### src/rtl/btr_pkg.sv
// Package for the button telegram repeater.
// Field widths, phase codes, register indexes, reset values and decode types.
package btr_pkg;

  localparam int BUTTON_W   = 8;
  localparam int SECONDS_W  = 16;
  localparam int MILLIS_W   = 8;
  localparam int KIND_W     = 2;
  localparam int ADDR_W     = 8;
  localparam int NUM_PAIRS  = 4;
  localparam int PAIR_W     = 2;
  localparam int CFG_IDX_W  = 3;
  localparam int CFG_DATA_W = 16;

  // phase codes
  localparam logic [1:0] PHASE_IDLE    = 2'd0;
  localparam logic [1:0] PHASE_SENDING = 2'd1;
  localparam logic [1:0] PHASE_TIMEOUT = 2'd2;

  // configuration register indexes
  localparam logic [CFG_IDX_W-1:0] REG_PAIR0_ADDR   = 3'd0;
  localparam logic [CFG_IDX_W-1:0] REG_PAIR1_ADDR   = 3'd1;
  localparam logic [CFG_IDX_W-1:0] REG_PAIR2_ADDR   = 3'd2;
  localparam logic [CFG_IDX_W-1:0] REG_PAIR3_ADDR   = 3'd3;
  localparam logic [CFG_IDX_W-1:0] REG_INTERVAL_MS  = 3'd4;
  localparam logic [CFG_IDX_W-1:0] REG_LIMIT_S      = 3'd5;

  localparam logic [MILLIS_W-1:0]  INTERVAL_RESET = 8'd48;
  localparam logic [SECONDS_W-1:0] LIMIT_RESET    = 16'd8;

  typedef struct packed {
    logic              pressed;
    logic [KIND_W-1:0] kind;
    logic [PAIR_W-1:0] pair;
  } press_t;

endpackage

### src/rtl/btr_in_if.sv
// Input channel of the button telegram repeater: one button scan per request.
// Depends on btr_pkg for field widths.
interface btr_in_if;
  logic                           valid;
  logic                           ready;
  logic [btr_pkg::BUTTON_W-1:0]   button_bits;
  logic [btr_pkg::SECONDS_W-1:0]  now_seconds;
  logic [btr_pkg::MILLIS_W-1:0]   now_millis;

  modport source (output valid, button_bits, now_seconds, now_millis, input ready);
  modport sink   (input valid, button_bits, now_seconds, now_millis, output ready);
endinterface

### src/rtl/btr_out_if.sv
// Result channel of the button telegram repeater: one telegram per request.
// Depends on btr_pkg for field widths.
interface btr_out_if;
  logic                         valid;
  logic                         ready;
  logic [btr_pkg::KIND_W-1:0]   press_kind;
  logic [btr_pkg::ADDR_W-1:0]   sender_address;

  modport source (output valid, press_kind, sender_address, input ready);
  modport sink   (input valid, press_kind, sender_address, output ready);
endinterface

### src/rtl/btr_decode.sv
// Button register decoder: finds the single active adjacent pair and its kind.
// Depends on btr_pkg for press_t and widths.
module btr_decode (
  input  logic [btr_pkg::BUTTON_W-1:0] button_bits,
  output btr_pkg::press_t              press
);
  import btr_pkg::*;

  always_comb begin
    press = '0;
    for (int p = 0; p < NUM_PAIRS; p++) begin
      logic [BUTTON_W-1:0] mask;
      logic [1:0]          v;
      mask = BUTTON_W'(2'b11) << (2 * p);
      v    = button_bits[2*p +: 2];
      // valid press: nothing outside this pair, something inside it
      if (((button_bits & ~mask) == '0) && (v != 2'b00)) begin
        press.pressed = 1'b1;
        press.kind    = v - 2'd1;
        press.pair    = PAIR_W'(p);
      end
    end
  end

endmodule

### src/rtl/button_telegram_repeat.sv
// Top level of the button telegram repeater: scan register, phase control,
// result register. Depends on btr_pkg, btr_in_if, btr_out_if and btr_decode.
//
//   channel  direction  payload                                  handshake
//   in_ch    sink       button_bits, now_seconds, now_millis     valid/ready
//   out_ch   source     press_kind, sender_address               valid/ready
//   cfg_*    sink       cfg_index, cfg_wdata                     cfg_we
//
// One scan per cycle unless a held result stalls an emitting scan; a scan sits in the
// scan register after the accepting edge, and its telegram is loaded into the result
// register when the scan leaves the scan register, and leaves the block from there.
// The phase and timestamp registers update when the scan leaves the scan register.
// A held result stalls only a scan that itself emits; silent scans keep flowing.
// Synchronous active-low reset: idle phase, empty registers, config defaults.
module button_telegram_repeat (
  input  logic                            clk,
  input  logic                            rst_n,
  btr_in_if.sink                          in_ch,
  btr_out_if.source                       out_ch,
  input  logic                            cfg_we,
  input  logic [btr_pkg::CFG_IDX_W-1:0]   cfg_index,
  input  logic [btr_pkg::CFG_DATA_W-1:0]  cfg_wdata
);
  import btr_pkg::*;

  // configuration
  logic [ADDR_W-1:0]    pair_addr_r [NUM_PAIRS];
  logic [MILLIS_W-1:0]  interval_r;
  logic [SECONDS_W-1:0] limit_r;

  // scan register
  logic                 s1_valid_r;
  logic [BUTTON_W-1:0]  s1_bits_r;
  logic [SECONDS_W-1:0] s1_sec_r;
  logic [MILLIS_W-1:0]  s1_ms_r;

  // state
  logic [1:0]           phase_r, phase_nxt;
  logic [SECONDS_W-1:0] start_sec_r, start_sec_nxt;
  logic [MILLIS_W-1:0]  last_ms_r, last_ms_nxt;

  // result register
  logic                 out_valid_r;
  logic [KIND_W-1:0]    out_kind_r;
  logic [ADDR_W-1:0]    out_addr_r;

  press_t               press;
  logic                 emit;
  logic                 out_free;
  logic                 s1_go;
  logic                 s1_fire;
  logic                 in_fire;
  logic [SECONDS_W-1:0] sec_delta;
  logic [MILLIS_W-1:0]  ms_delta;

  btr_decode u_decode (
    .button_bits (s1_bits_r),
    .press       (press)
  );

  assign sec_delta = s1_sec_r - start_sec_r;
  assign ms_delta  = s1_ms_r - last_ms_r;

  always_comb begin
    phase_nxt     = phase_r;
    start_sec_nxt = start_sec_r;
    last_ms_nxt   = last_ms_r;
    emit          = 1'b0;
    unique case (phase_r)
      PHASE_IDLE: begin
        if (press.pressed) begin
          start_sec_nxt = s1_sec_r;
          last_ms_nxt   = s1_ms_r;
          emit          = 1'b1;
          phase_nxt     = PHASE_SENDING;
        end
      end
      PHASE_SENDING: begin
        if (!press.pressed) begin
          phase_nxt = PHASE_IDLE;
        end else if (sec_delta < limit_r) begin
          if (ms_delta >= interval_r) begin
            last_ms_nxt = s1_ms_r;
            emit        = 1'b1;
          end
        end else begin
          phase_nxt = PHASE_TIMEOUT;
        end
      end
      PHASE_TIMEOUT: begin
        if (!press.pressed) phase_nxt = PHASE_IDLE;
      end
      default: begin
        phase_nxt = PHASE_IDLE;
      end
    endcase
  end

  assign out_free    = !out_valid_r || out_ch.ready;
  assign s1_go       = !emit || out_free;
  assign s1_fire     = s1_valid_r && s1_go;
  assign in_ch.ready = !s1_valid_r || s1_go;
  assign in_fire     = in_ch.valid && in_ch.ready;

  // configuration writes
  always_ff @(posedge clk) begin
    if (!rst_n) begin
      for (int i = 0; i < NUM_PAIRS; i++) pair_addr_r[i] <= '0;
      interval_r <= INTERVAL_RESET;
      limit_r    <= LIMIT_RESET;
    end else if (cfg_we) begin
      unique case (cfg_index)
        REG_PAIR0_ADDR:  pair_addr_r[0] <= cfg_wdata[ADDR_W-1:0];
        REG_PAIR1_ADDR:  pair_addr_r[1] <= cfg_wdata[ADDR_W-1:0];
        REG_PAIR2_ADDR:  pair_addr_r[2] <= cfg_wdata[ADDR_W-1:0];
        REG_PAIR3_ADDR:  pair_addr_r[3] <= cfg_wdata[ADDR_W-1:0];
        REG_INTERVAL_MS: interval_r     <= cfg_wdata[MILLIS_W-1:0];
        REG_LIMIT_S:     limit_r        <= cfg_wdata[SECONDS_W-1:0];
        default: ;  // drop writes to unknown indexes
      endcase
    end
  end

  // scan register
  always_ff @(posedge clk) begin
    if (!rst_n) begin
      s1_valid_r <= 1'b0;
    end else if (in_ch.ready) begin
      s1_valid_r <= in_ch.valid;
    end
  end

  always_ff @(posedge clk) begin
    if (in_fire) begin
      s1_bits_r <= in_ch.button_bits;
      s1_sec_r  <= in_ch.now_seconds;
      s1_ms_r   <= in_ch.now_millis;
    end
  end

  // phase and timestamps advance once per scan
  always_ff @(posedge clk) begin
    if (!rst_n) begin
      phase_r     <= PHASE_IDLE;
      start_sec_r <= '0;
      last_ms_r   <= '0;
    end else if (s1_fire) begin
      phase_r     <= phase_nxt;
      start_sec_r <= start_sec_nxt;
      last_ms_r   <= last_ms_nxt;
    end
  end

  // result register
  always_ff @(posedge clk) begin
    if (!rst_n) begin
      out_valid_r <= 1'b0;
    end else if (out_free) begin
      out_valid_r <= s1_fire && emit;
    end
  end

  always_ff @(posedge clk) begin
    if (s1_fire && emit) begin
      out_kind_r <= press.kind;
      out_addr_r <= pair_addr_r[press.pair];
    end
  end

  assign out_ch.valid          = out_valid_r;
  assign out_ch.press_kind     = out_kind_r;
  assign out_ch.sender_address = out_addr_r;

  a_emit_lands: assert property (@(posedge clk) disable iff (!rst_n)
    s1_fire && emit |=> out_valid_r)
    else $error("emitted telegram did not reach the result register");

  a_first_press_sends: assert property (@(posedge clk) disable iff (!rst_n)
    s1_fire && (phase_r == PHASE_IDLE) && press.pressed |=> phase_r == PHASE_SENDING)
    else $error("first press did not enter sending");

  a_no_idle_timeout: assert property (@(posedge clk) disable iff (!rst_n)
    s1_fire && (phase_r == PHASE_IDLE) |=> phase_r != PHASE_TIMEOUT)
    else $error("idle jumped straight to timed out");

  a_stall_cause: assert property (@(posedge clk) disable iff (!rst_n)
    !in_ch.ready |-> s1_valid_r && emit && out_valid_r && !out_ch.ready)
    else $error("input stalled without a blocked telegram");

  a_timeout_silent: assert property (@(posedge clk) disable iff (!rst_n)
    s1_valid_r && (phase_r == PHASE_TIMEOUT) |-> !emit)
    else $error("telegram emitted while timed out");

endmodule
### src/flat_wrapper.sv
// flat-port wrapper written by rule: the top's interface ports become plain ports
module button_telegram_repeat_flat import btr_pkg::*;
  (clk, rst_n, cfg_we, cfg_index, cfg_wdata, in_ch_valid, in_ch_button_bits, in_ch_now_seconds, in_ch_now_millis, in_ch_ready, out_ch_valid, out_ch_press_kind, out_ch_sender_address, out_ch_ready);
  btr_in_if in_ch_i ();
  btr_out_if out_ch_i ();
  input  logic clk;
  input  logic rst_n;
  input  logic cfg_we;
  input  logic [btr_pkg::CFG_IDX_W-1:0] cfg_index;
  input  logic [btr_pkg::CFG_DATA_W-1:0] cfg_wdata;
  input wire logic [$bits(in_ch_i.valid)-1:0] in_ch_valid;
  input wire logic [$bits(in_ch_i.button_bits)-1:0] in_ch_button_bits;
  input wire logic [$bits(in_ch_i.now_seconds)-1:0] in_ch_now_seconds;
  input wire logic [$bits(in_ch_i.now_millis)-1:0] in_ch_now_millis;
  output wire logic [$bits(in_ch_i.ready)-1:0] in_ch_ready;
  output wire logic [$bits(out_ch_i.valid)-1:0] out_ch_valid;
  output wire logic [$bits(out_ch_i.press_kind)-1:0] out_ch_press_kind;
  output wire logic [$bits(out_ch_i.sender_address)-1:0] out_ch_sender_address;
  input wire logic [$bits(out_ch_i.ready)-1:0] out_ch_ready;
  assign in_ch_i.valid = in_ch_valid;
  assign in_ch_i.button_bits = in_ch_button_bits;
  assign in_ch_i.now_seconds = in_ch_now_seconds;
  assign in_ch_i.now_millis = in_ch_now_millis;
  assign in_ch_ready = in_ch_i.ready;
  assign out_ch_valid = out_ch_i.valid;
  assign out_ch_press_kind = out_ch_i.press_kind;
  assign out_ch_sender_address = out_ch_i.sender_address;
  assign out_ch_i.ready = out_ch_ready;
  button_telegram_repeat u_core (.clk(clk), .rst_n(rst_n), .in_ch(in_ch_i), .out_ch(out_ch_i), .cfg_we(cfg_we), .cfg_index(cfg_index), .cfg_wdata(cfg_wdata));
endmodule
### config.mk
export PLATFORM = sky130hd
export DESIGN_NAME = button_telegram_repeat_flat
export DESIGN_NICKNAME = d
export VERILOG_FILES = /design/src/rtl/btr_pkg.sv /design/src/rtl/btr_in_if.sv /design/src/rtl/btr_out_if.sv /design/src/rtl/btr_decode.sv /design/src/rtl/button_telegram_repeat.sv /design/src/flat_wrapper.sv
export SDC_FILE = /design/constraint.sdc
export NUM_CORES = 1
export LEC_CHECK = 0
export ABC_AREA = 1
export BUFFER_PORTS_ARGS = -buffer_cell sky130_fd_sc_hd__buf_2
export CORE_MARGIN = 3
export CORE_UTILIZATION = 45
export CTS_CLUSTER_DIAMETER = 200
export DETAILED_ROUTE_END_ITERATION = 10
export GPL_TIMING_DRIVEN = 0
export PLACE_DENSITY = 0.63
export SYNTH_ARGS = -nofsm -noshare
export SYNTH_HDL_FRONTEND = slang
export SYNTH_HIERARCHICAL = 1
export SYNTH_SLANG_ARGS = --single-unit
### constraint.sdc
create_clock -name clk -period 7 [get_ports clk]
set_input_delay 0.35 -clock clk [delete_from_list [all_inputs] [get_ports clk]]
set_output_delay 0.35 -clock clk [all_outputs]
set_load 0.01 [all_outputs]
==> results of run 1 <==
-- flip-flops by register name (all words and copies together) (netlist names) --
register / flops
u_core/out_ch.valid: 1
u_core/s1_sec_r: 16
u_core/start_sec_r: 16
u_core/last_ms_r: 8
u_core/out_ch.sender_address: 8
u_core/limit_r: 16
u_core/phase_r: 2
u_core/interval_r: 8
u_core/out_ch.press_kind: 2
u_core/s1_bits_r: 8
u_core/s1_valid_r: 1
u_core/s1_ms_r: 8
u_core/pair_addr_r: 32
-- per-layer routing --
layer,vias up,global-route usage (%)
met5,-,0
met3,27,4.326
li1,2557,-
met1,2263,21.19
met4,0,8.139
met2,98,30.14
-- logic make-up (layout without fill, tap and decap cells) --
| family | count (synthesis) | in the layout | synth area share, % |
|---|---|---|---|
| flops | 126 | 126 | 50.54 |
| buf+inv | 128 | 228 | 7.984 |
| fa+ha+maj | 51 | 51 | 10.12 |
| simple gates | 268 | 268 | 17.67 |
| xor+xnor | 21 | 21 | 2.849 |
| other cells | 0 | 1 | 0 |
| compound gates | 127 | 127 | 10.83 |
-- worst reg2reg max path, delay by kind of cell (launching register included) --
| family | cells | cell delay [ns] |
|---|---|---|
| adders and majority gates | 3 | 0.91 |
| xor gates and xnor gates | 1 | 0.17 |
| AOI/OAI and AO/OA | 3 | 0.42 |
| buffers and inverters | 6 | 0.69 |
| DFF | 1 | 0.35 |
| and+or+nand+nor | 11 | 1.10 |
-- final cells by class --
cell class / count / area, µm² / share of cell area, %
buffer: 15 / 86.33 / 1.135
multi-input combinational: 467 / 2678 / 35.20
antenna: 1 / 2.502 / 0.03289
sequential: 126 / 3263 / 42.89
timing repair buffer: 68 / 362.8 / 4.770
inverter: 113 / 429.2 / 5.641
clock inverter: 12 / 123.9 / 1.628
tap: 180 / 225.2 / 2.961
clock buffer: 20 / 436.7 / 5.740
-- Yosys cell counts, types with 5 or more instances --
cell type	count
edfxtp_1	74
nand2_2	5
clkbuf_1	11
nor2_1	96
nand3_1	25
ha_1	49
nand2_1	120
a21oi_1	60
nand4_1	11
dfxtp_1	52
xnor2_1	13
inv_1	109
xor2_1	8
o22ai_1	8
o21ai_0	43
-- cells in the final DEF, fill, tap and decap left out, drive strengths merged --
cell type / n
nand2: 126
inv: 112
nor2: 101
edfxtp: 74
buf: 72
a21oi: 61
dfxtp: 52
ha: 49
o21ai: 45
clkbuf: 31
nand3: 27
xnor2: 13
nand4: 11
xor2: 8
o22ai: 8
clkinvlp: 6
clkinv: 5
o21a: 4
o211ai: 3
bufinv: 2
a21o: 2
fa: 2
o21bai: 2
nor3: 2
diode: 1
a311oi: 1
o41ai: 1
nand3b: 1
-- through the flow --
step / total power [µW] / instances / worst slack, ns / util, % / hold slack (ns)
after CTS: 1949 / 1000 / 2.628 / 54.38 / 0.08130
after floorplan: 1036 / 721 / 3.232 / - / 0.4353
after global placement: 1095 / 968 / 2.685 / 50.35 / 0.4506
final: 1928 / 1002 / 2.995 / 54.59 / 0.09733
after global routing: 2027 / 1002 / 2.709 / 54.59 / 0.08557
after detailed placement: 1105 / 968 / 2.638 / 50.35 / 0.4600
-- power groups by stage --
stage               registers, µW  clock network [µW]  logic (µW)
global route                  841                 891         295
CTS                           838                 858         253
global placement              853                   0         242
detailed placement            853                   0         251
finish                        838                 838         253
floorplan                     849                   0         187
-- path summary, 6_finish.rpt --
check | slack [ns] | endpoint | depth (start not counted) | start
min | 0.1 | u_core/s1_sec_r[3] | 1 | in_ch_now_seconds[3]
min reg2reg | 0.46 | u_core/interval_r[1] | 2 | u_core/interval_r[1]
max reg2reg | 3.07 | u_core/s1_bits_r[5] | 24 | u_core/s1_sec_r[0]
max | 2.99 | in_ch_ready | 22 | u_core/s1_sec_r[0]
==> impl_metrics.env, run 1 <==
export IMPL_grt_max_degree=33
export IMPL_rows=43
export IMPL_path_buf_inv=5
export IMPL_cts_path_max_buffers=2
export IMPL_fp_coreArea_um2=13930
export IMPL_synth_area_leaders="edfxtp_1, dfxtp_1, ha_1"
export IMPL_cts_tree="done"
export IMPL_rsz0062_at_grt="false"
export IMPL_critical_path_top_delay_family="simple AND/OR/NAND/NOR gates"
export IMPL_fp_dieH_um=125.8
export IMPL_fillers=1274
export IMPL_clock_latency_ns=0.42
export IMPL_cts_repair_resized=0
export IMPL_period_needed_ns=4.005
export IMPL_worstPathCellList="inv_1 -> ha_1 -> fa_1 -> inv_1 -> nand3_1 -> nand2_1 -> nand4_1 -> nand3_1 -> a21oi_1 -> nor2_1 -> nor2_1 -> xnor2_1 -> ha_1 -> nand2_1 -> inv_2 -> nand2_2 -> inv_1 -> a21oi_2 -> nand2_2 -> o21bai_4 -> nand3_1 -> buf_2"
export IMPL_hold_viol_final=0
export IMPL_synth_edf_count=74
export IMPL_portBuffers=67
export IMPL_overflow=0
export IMPL_yosys_area_top_type="edfxtp_1"
export IMPL_drv_slew=0
export IMPL_power_internal_uw=1444
export IMPL_hpwl_um=10020
export IMPL_synth_top_area_share_pct=34.42
export IMPL_grt_usage_pct=17.69
export IMPL_gp_congestion=0.8623
export IMPL_leakagePower_uw=0.003349
export IMPL_numCtsBuffers=17
export IMPL_nNetsFinal=915
export IMPL_ys_seq_elements=126
export IMPL_synthFlopType="edfxtp_1"
export IMPL_crit_type="flip-flop to output pin"
export IMPL_via_per_inst=4.935
export IMPL_grt_pass1_wl_um=22420
export IMPL_fin_setup_tns_ns=0
export IMPL_drive_above_1_share_pct=14.62
export IMPL_netlist_area_um2=6456
export IMPL_cts_setup_buffers=0
export IMPL_syn_avg_cell_area_um2=8.954
export IMPL_wl_met2_um=6589
export IMPL_fin_crit_sh_pct=57.22
export IMPL_synth_distinct_cells=38
export IMPL_critPathArrivalTime_ns=3.66
export IMPL_synth_cells=721
export IMPL_initial_core_util_pct=46.33
export IMPL_drtIter0Drc=226
export IMPL_highest_layer="met4"
export IMPL_fmax_ghz=0.2497
export IMPL_clk_pin_slew_ns=0.06
export IMPL_ir_drop_uv=158.6
export IMPL_cts_root_buffer="clkbuf_16"
export IMPL_area_growth_pct=17.83
export IMPL_status="complete, no violations"
export IMPL_drcViolationCount=0
export IMPL_design_area_um2=7607
export IMPL_ys_seq_area_share_pct=50.54
export IMPL_antenna_found_initial=1
export IMPL_power_frac_clock_pct=43.4
export IMPL_pwr_share_seq_pct=43.5
export IMPL_clock_skew_final_ns=0.01400
export IMPL_path_max_fanout=4
export IMPL_cp_end_kind="output pin"
export IMPL_relSlewSlack_pct=63.15
export IMPL_placed_area_um2=7017
export IMPL_max_stage_delay_ns=0.41
export IMPL_routed_via_count=4945
export IMPL_ios=68
export IMPL_power_frac_comb_pct=13.1
export IMPL_drtPass1Iterations=6
export IMPL_routedWlPerCell_um=13.33
export IMPL_critPathRequiredTime_ns=6.65
export IMPL_ant_nets=0
export IMPL_maxCapViolCount=0
export IMPL_ys_async_sr_fraction_pct=0
export IMPL_p_sw_share_pct=25.10
export IMPL_die_w_um=125.8
export IMPL_min_delay_path_class="input pin to flip-flop"
export IMPL_yosysWarnings=6
export IMPL_grt_pass1_vias=4841
export IMPL_wl_um=13360
export IMPL_worst_slew_pin_slew_ns=0.5527
export IMPL_p_switching_uw=484.1
export IMPL_clkSinkCount=126
export IMPL_hold_buffers=0
export IMPL_dr_wl_met3_um=492
export IMPL_dieArea_um2=15820
export IMPL_slowest_stage="fa_1"
export IMPL_m1WireLength_um=5949
export IMPL_start_kind="flip-flop"
export IMPL_htreeDepth=4
export IMPL_synth_nets=828
export IMPL_powerDensity_nw_per_um2=253.5
export IMPL_finalSetupViolations=0
Note: power is estimated with default switching activity, not from simulation.
==> run 2, diff against run 1 <==
--- a/config.mk
+++ b/config.mk
@@ -12,7 +12,7 @@
 export CTS_CLUSTER_DIAMETER = 200
 export DETAILED_ROUTE_END_ITERATION = 10
 export GPL_TIMING_DRIVEN = 0
-export PLACE_DENSITY = 0.63
+export PLACE_DENSITY = 0.65
 export SYNTH_ARGS = -nofsm -noshare
 export SYNTH_HDL_FRONTEND = slang
 export SYNTH_HIERARCHICAL = 1
==> constraint.sdc (replaced) <==
create_clock -name clk -period 3.3 [get_ports clk]
set_input_delay 0.165 -clock clk [delete_from_list [all_inputs] [get_ports clk]]
set_output_delay 0.165 -clock clk [all_outputs]
set_load 0.01 [all_outputs]
==> impl_metrics.env, run 2 (synthesis gave the netlist of run 1 again) <==
export IMPL_status="finished, violations left"
export IMPL_violations="setup timing"
export IMPL_worst_slew_pin_slew_ns=0.9352
export IMPL_placed_cells=968
export IMPL_max_stage_delay_ns=0.43
export IMPL_leakagePower_uw=0.003688
export IMPL_cp_end_kind="flip-flop"
export IMPL_gp_congestion=0.8924
export IMPL_largest_reg_flops=32
export IMPL_period_needed_ns=3.562
export IMPL_fillers=1168
export IMPL_area_growth_pct=33.18
export IMPL_die_w_um=125.8
export IMPL_final_common_cell="inv_1"
export IMPL_worstPathCellList="ha_4 -> a21oi_2 -> o21ai_2 -> nor2_4 -> o21ai_2 -> buf_4 -> nand4_1 -> nand4_1 -> xor2_1 -> ha_1 -> a21oi_1 -> o21ai_1 -> a21oi_2 -> nand2_2 -> o21bai_4 -> nand3_4 -> nand2_4 -> buf_6 -> clkinvlp_4 -> buf_12"
export IMPL_rsz0062_at_grt="true"
export IMPL_initial_core_util_pct=46.33
export IMPL_slowest_stage="edfxtp_1"
export IMPL_rows=43
export IMPL_grt_usage_pct=19.64
export IMPL_ant_nets=0
export IMPL_dieArea_um2=15820
export IMPL_grt_pass1_vias=5242
export IMPL_dp_worst_setup_slack_ns=-0.9181
export IMPL_crit_type="flip-flop to flip-flop"
export IMPL_clk_pin_slew_ns=0.05
export IMPL_fin_crit_sh_pct=107.9
export IMPL_via_per_inst=5.029
export IMPL_placed_area_um2=7081
export IMPL_cts_path_max_buffers=2
export IMPL_powerDensity_nw_per_um2=485.6
export IMPL_clock_skew_final_ns=0.008775
export IMPL_drtPass1Iterations=7
export IMPL_overflow=0
export IMPL_hold_slack_ns=0.04915
export IMPL_cts_root_buffer="clkbuf_16"
export IMPL_ios=68
export IMPL_fp_dieH_um=125.8
export IMPL_hold_viol_final=0
export IMPL_layout_common_cells="inv_1, nand2_1, nor2_1, edfxtp_1, buf_2"
export IMPL_finalPower_uw=4175
export IMPL_clkSinkCount=126
export IMPL_min_delay_path_class="input pin to flip-flop"
export IMPL_grt_pass1_wl_um=24640
export IMPL_fp_coreArea_um2=13930
export IMPL_path_max_fanout=16
export IMPL_portBuffers=67
export IMPL_relSlewSlack_pct=37.66
export IMPL_start_kind="flip-flop"
export IMPL_antenna_found_initial=1
export IMPL_critPathRequiredTime_ns=3.47
export IMPL_final_cells=1064
export IMPL_design_area_um2=8598
export IMPL_hpwl_um=10450
export IMPL_regMostFlops="u_core/pair_addr_r"
export IMPL_nNetsFinal=977
export IMPL_maxCapViolCount=0
export IMPL_htreeDepth=4
export IMPL_grt_max_degree=17
export IMPL_routedWlPerCell_um=14.69
export IMPL_finalSetupViolations=70
export IMPL_layout_setup_ws_ns=-0.2617
export IMPL_numCtsBuffers=17
export IMPL_critPathArrivalTime_ns=3.73
export IMPL_drtIter0Drc=308
export IMPL_clock_latency_ns=0.42
export IMPL_drcViolationCount=0
export IMPL_wl_um=15630
export IMPL_drv_slew=0
export IMPL_fmax_ghz=0.2808
export IMPL_ir_drop_uv=407.0
export IMPL_routed_via_count=5351
export IMPL_drive_above_1_share_pct=24.24
export IMPL_cts_tree="done"
run 2: metal layers:
metal | vias to the layer above | GRT usage (%) | wire length, µm | share of wire, %
li1 | 2686 | - | - | -
met1 | 2499 | 23.18 | 6538 | 42
met2 | 139 | 34.08 | 7941 | 51
met3 | 27 | 5.386 | 835 | 5.3
met4 | 0 | 7.697 | 311 | 2.0
met5 | - | 0 | 0 | 0
run 2: repair_timing:
item	4_1_cts	5_1_grt
hold endpoints to repair	32	0
endpoints found under the setup margin	71	71
hold buffers	32	0
buffers inserted	14	12
gates resized for setup	19	72
pin swaps	14	36
gates cloned	5	0
run 2: cell type report:
type,instances,area (µm²),area share (%)
Timing Repair inverter,2,23.77,0.2765
Tap cell,180,225.2,2.619
Multi-Input combinational cell,467,3052,35.49
Clock inverter,8,66.31,0.7712
Buffer,15,86.33,1.004
Sequential cell,126,3263,37.95
Antenna cell,1,2.502,0.02910
Inverter,113,440.4,5.122
Clock buffer,24,461.7,5.370
Timing Repair Buffer,128,977.2,11.36
run 2: stage by stage:
stage          setup TNS (ns)  utilization, %
2_1_floorplan          -8.730               -
3_3_place_gp           -28.98           50.81
3_5_place_dp           -37.79           50.81
4_1_cts                -16.54           58.98
5_1_grt                -28.55           61.70
6_report               -14.67           61.70
run 2: final timing paths:
path                             end  slack (ns)  depth (start not counted)                from
setup / recovery  u_core/s1_sec_r[6]       -0.26                         20  u_core/s1_sec_r[2]
hold / removal     u_core/s1_valid_r        0.05                          3         in_ch_valid
setup reg to reg  u_core/s1_sec_r[6]       -0.26                         20  u_core/s1_sec_r[2]
hold reg to reg    u_core/limit_r[1]        0.46                          2   u_core/limit_r[1]
run 2: power by group:
| part | switching (µW) | internal [µW] | leakage (µW) |
|---|---|---|---|
| Sequential | 38.1 | 1750 | 0.00113 |
| Clock | 645 | 1040 | 0.000259 |
| Combinational | 381 | 320 | 0.00230 |
| Total | 1060 | 3110 | 0.00369 |
run 2: critical path, delay by kind of cell (launching register included):
family	cells	cell delay, ns
fa+ha+maj	2	0.59
flops	1	0.43
simple gates	6	0.58
buf+inv	4	0.47
xor+xnor	1	0.16
compound gates	7	1.06
==> run 3, diff against run 2 <==
==> constraint.sdc (replaced) <==
create_clock -name clk -period 3.3 [get_ports clk]
set_input_delay 0 -clock clk [delete_from_list [all_inputs] [get_ports clk]]
set_output_delay 0 -clock clk [all_outputs]
set_load 0.01 [all_outputs]
==> impl_metrics.env, run 3 (synthesis gave the netlist of run 1 again) <==
export IMPL_largest_reg_flops=32
export IMPL_dp_worst_setup_slack_ns=-0.9181
export IMPL_maxCapViolCount=0
export IMPL_numCtsBuffers=17
export IMPL_initial_core_util_pct=46.33
export IMPL_antenna_found_initial=0
export IMPL_clock_latency_ns=0.42
export IMPL_cts_root_buffer="clkbuf_16"
export IMPL_fp_dieH_um=125.8
export IMPL_regMostFlops="u_core/pair_addr_r"
export IMPL_grt_pass1_wl_um=25500
export IMPL_fmax_ghz=0.2808
export IMPL_leakagePower_uw=0.003797
export IMPL_routedWlPerCell_um=14.53
export IMPL_clk_pin_slew_ns=0.06
export IMPL_drive_above_1_share_pct=24.83
export IMPL_ios=68
export IMPL_clock_skew_final_ns=0.006942
export IMPL_drcViolationCount=0
export IMPL_wl_um=15780
export IMPL_htreeDepth=4
export IMPL_overflow=0
export IMPL_critPathRequiredTime_ns=3.48
export IMPL_ir_drop_uv=412.9
export IMPL_p_switching_uw=1065
export IMPL_grt_pass1_vias=5430
export IMPL_gp_congestion=0.8924
export IMPL_slowest_stage="edfxtp_1"
export IMPL_final_cells=1086
export IMPL_drtPass1Iterations=6
export IMPL_ant_nets=0
export IMPL_finalSetupViolations=70
export IMPL_worstPathCellList="inv_2 -> ha_4 -> fa_2 -> inv_2 -> nand3_2 -> nand2_4 -> nand4_1 -> nand3_2 -> a21oi_2 -> nor2_1 -> nor2_1 -> xnor2_1 -> ha_1 -> nand2_2 -> inv_2 -> nand2_2 -> inv_2 -> a21oi_2 -> nand2_2 -> o21bai_4 -> nand3_4 -> nand2_4 -> clkinvlp_4 -> buf_12"
export IMPL_critPathArrivalTime_ns=3.74
export IMPL_grt_usage_pct=20.28
export IMPL_layout_setup_ws_ns=-0.2607
export IMPL_final_common_cell="inv_1"
export IMPL_cp_end_kind="flip-flop"
export IMPL_rsz0062_at_grt="true"
export IMPL_path_max_fanout=8
export IMPL_drtIter0Drc=358
export IMPL_placed_cells=968
export IMPL_hold_viol_final=0
export IMPL_worst_slew_pin_slew_ns=0.7930
export IMPL_via_per_inst=5.015
export IMPL_cts_path_max_buffers=2
export IMPL_fin_crit_sh_pct=107.9
export IMPL_drv_slew=0
export IMPL_cts_tree="done"
export IMPL_status="finished, violations left"
export IMPL_max_stage_delay_ns=0.36
export IMPL_min_delay_path_class="input pin to flip-flop"
export IMPL_routed_via_count=5446
export IMPL_relSlewSlack_pct=47.14
export IMPL_layout_common_cells="inv_1, nor2_1, nand2_1, edfxtp_1, buf_2"
export IMPL_power_frac_clock_pct=40.3
export IMPL_crit_top_cell="inv_2"
export IMPL_fp_coreArea_um2=13930
export IMPL_violations="setup timing"
export IMPL_grt_max_degree=17
export IMPL_portBuffers=67
export IMPL_hpwl_um=10450
export IMPL_crit_type="flip-flop to flip-flop"
export IMPL_rows=43
export IMPL_clkSinkCount=126
export IMPL_power_frac_comb_pct=17.0
export IMPL_p_sw_share_pct=25.44
export IMPL_start_kind="flip-flop"
export IMPL_nNetsFinal=1000
export IMPL_period_needed_ns=3.561
export IMPL_dieArea_um2=15820
export IMPL_pwr_share_seq_pct=42.7
export IMPL_powerDensity_nw_per_um2=472.9
export IMPL_insertedDiodeCount=0
export IMPL_area_growth_pct=37.07
export IMPL_power_internal_uw=3120
export IMPL_die_w_um=125.8
run 3: cell types whose count changed in the layout (fill, tap and decap cells not counted), moves of 2 or more:
cell | previous run | this run
a21oi_2 | 14 | 16
dlygate4sd3_1 | 32 | 53
nand2_1 | 95 | 83
nand2_2 | 18 | 31
nor2_1 | 92 | 95
nor2_2 | 6 | 4
run 3: layout make-up:
type	count	area, µm²
repair inverters	4	48.80
repair buffers	149	1200
flip-flops and latches	126	3264
clock buffers	24	461.7
plain buffers	15	86.33
multi-input cells	467	3057
fillers	1120	5085
well taps	180	225.2
inverters	113	440.4
clock inverters	8	66.31
run 3: critical path: cells and delay by family, from the launching register on:
family                   cells  cell delay, ns
AO/OA/AOI/OAI                3            0.39
flip-flops                   1            0.36
buffers and inverters        6            0.60
XOR/XNOR                     1            0.17
adder cells (fa/ha/maj)      3            0.79
AND/OR/NAND/NOR             11            0.99
run 3: timing repair:
| item | CTS | global route |
|---|---|---|
| buffers inserted | 19 | 7 |
| hold buffers | 53 | 0 |
| resized for setup | 21 | 78 |
| pin swaps | 8 | 32 |
| endpoints found under the hold margin | 66 | 0 |
| gates cloned | 5 | 2 |
| endpoints found under the setup margin | 71 | 71 |
run 3: per-layer routing:
metal	GRT usage (%)	part of all wire [%]	vias to the layer above
met5	0	0	-
met4	8.013	2.1	0
met3	5.216	5.0	29
met2	35.59	52	124
met1	23.78	41	2561
li1	-	-	2732
run 3: path summary, 6_finish.rpt:
path,start,to,slack [ns],depth (start not counted)
worst min-delay path,cfg_index[0],u_core/interval_r[3],0.21,5
worst max-delay path,u_core/s1_sec_r[0],u_core/s1_sec_r[6],-0.26,24
worst min register to register,u_core/limit_r[11],u_core/limit_r[11],0.46,2
worst max register to register,u_core/s1_sec_r[0],u_core/s1_sec_r[6],-0.26,24
run 3: power by group through the flow:
| stage | combinational, µW | sequential (µW) | clock (µW) |
|---|---|---|---|
| after floorplan | 403 | 1800 | 0 |
| after global placement | 525 | 1810 | 0 |
| after detailed placement | 550 | 1810 | 0 |
| after CTS | 660 | 1780 | 1720 |
| after global routing | 802 | 1790 | 1790 |
| final | 711 | 1790 | 1690 |
run 3: through the flow:
step                hold WS, ns  setup TNS [ns]  utilization [%]  power, µW  instance area, µm²
floorplan               0.09887          -8.730                -       2206                6520
global placement         0.1765          -28.98            50.81       2335                7081
detailed placement       0.1781          -37.78            50.81       2363                7081
CTS                      0.1663          -9.209            60.92       4166                8489
global route             0.2532          -27.07            63.51       4385                8850
finish                   0.2084          -13.89            63.51       4185                8850
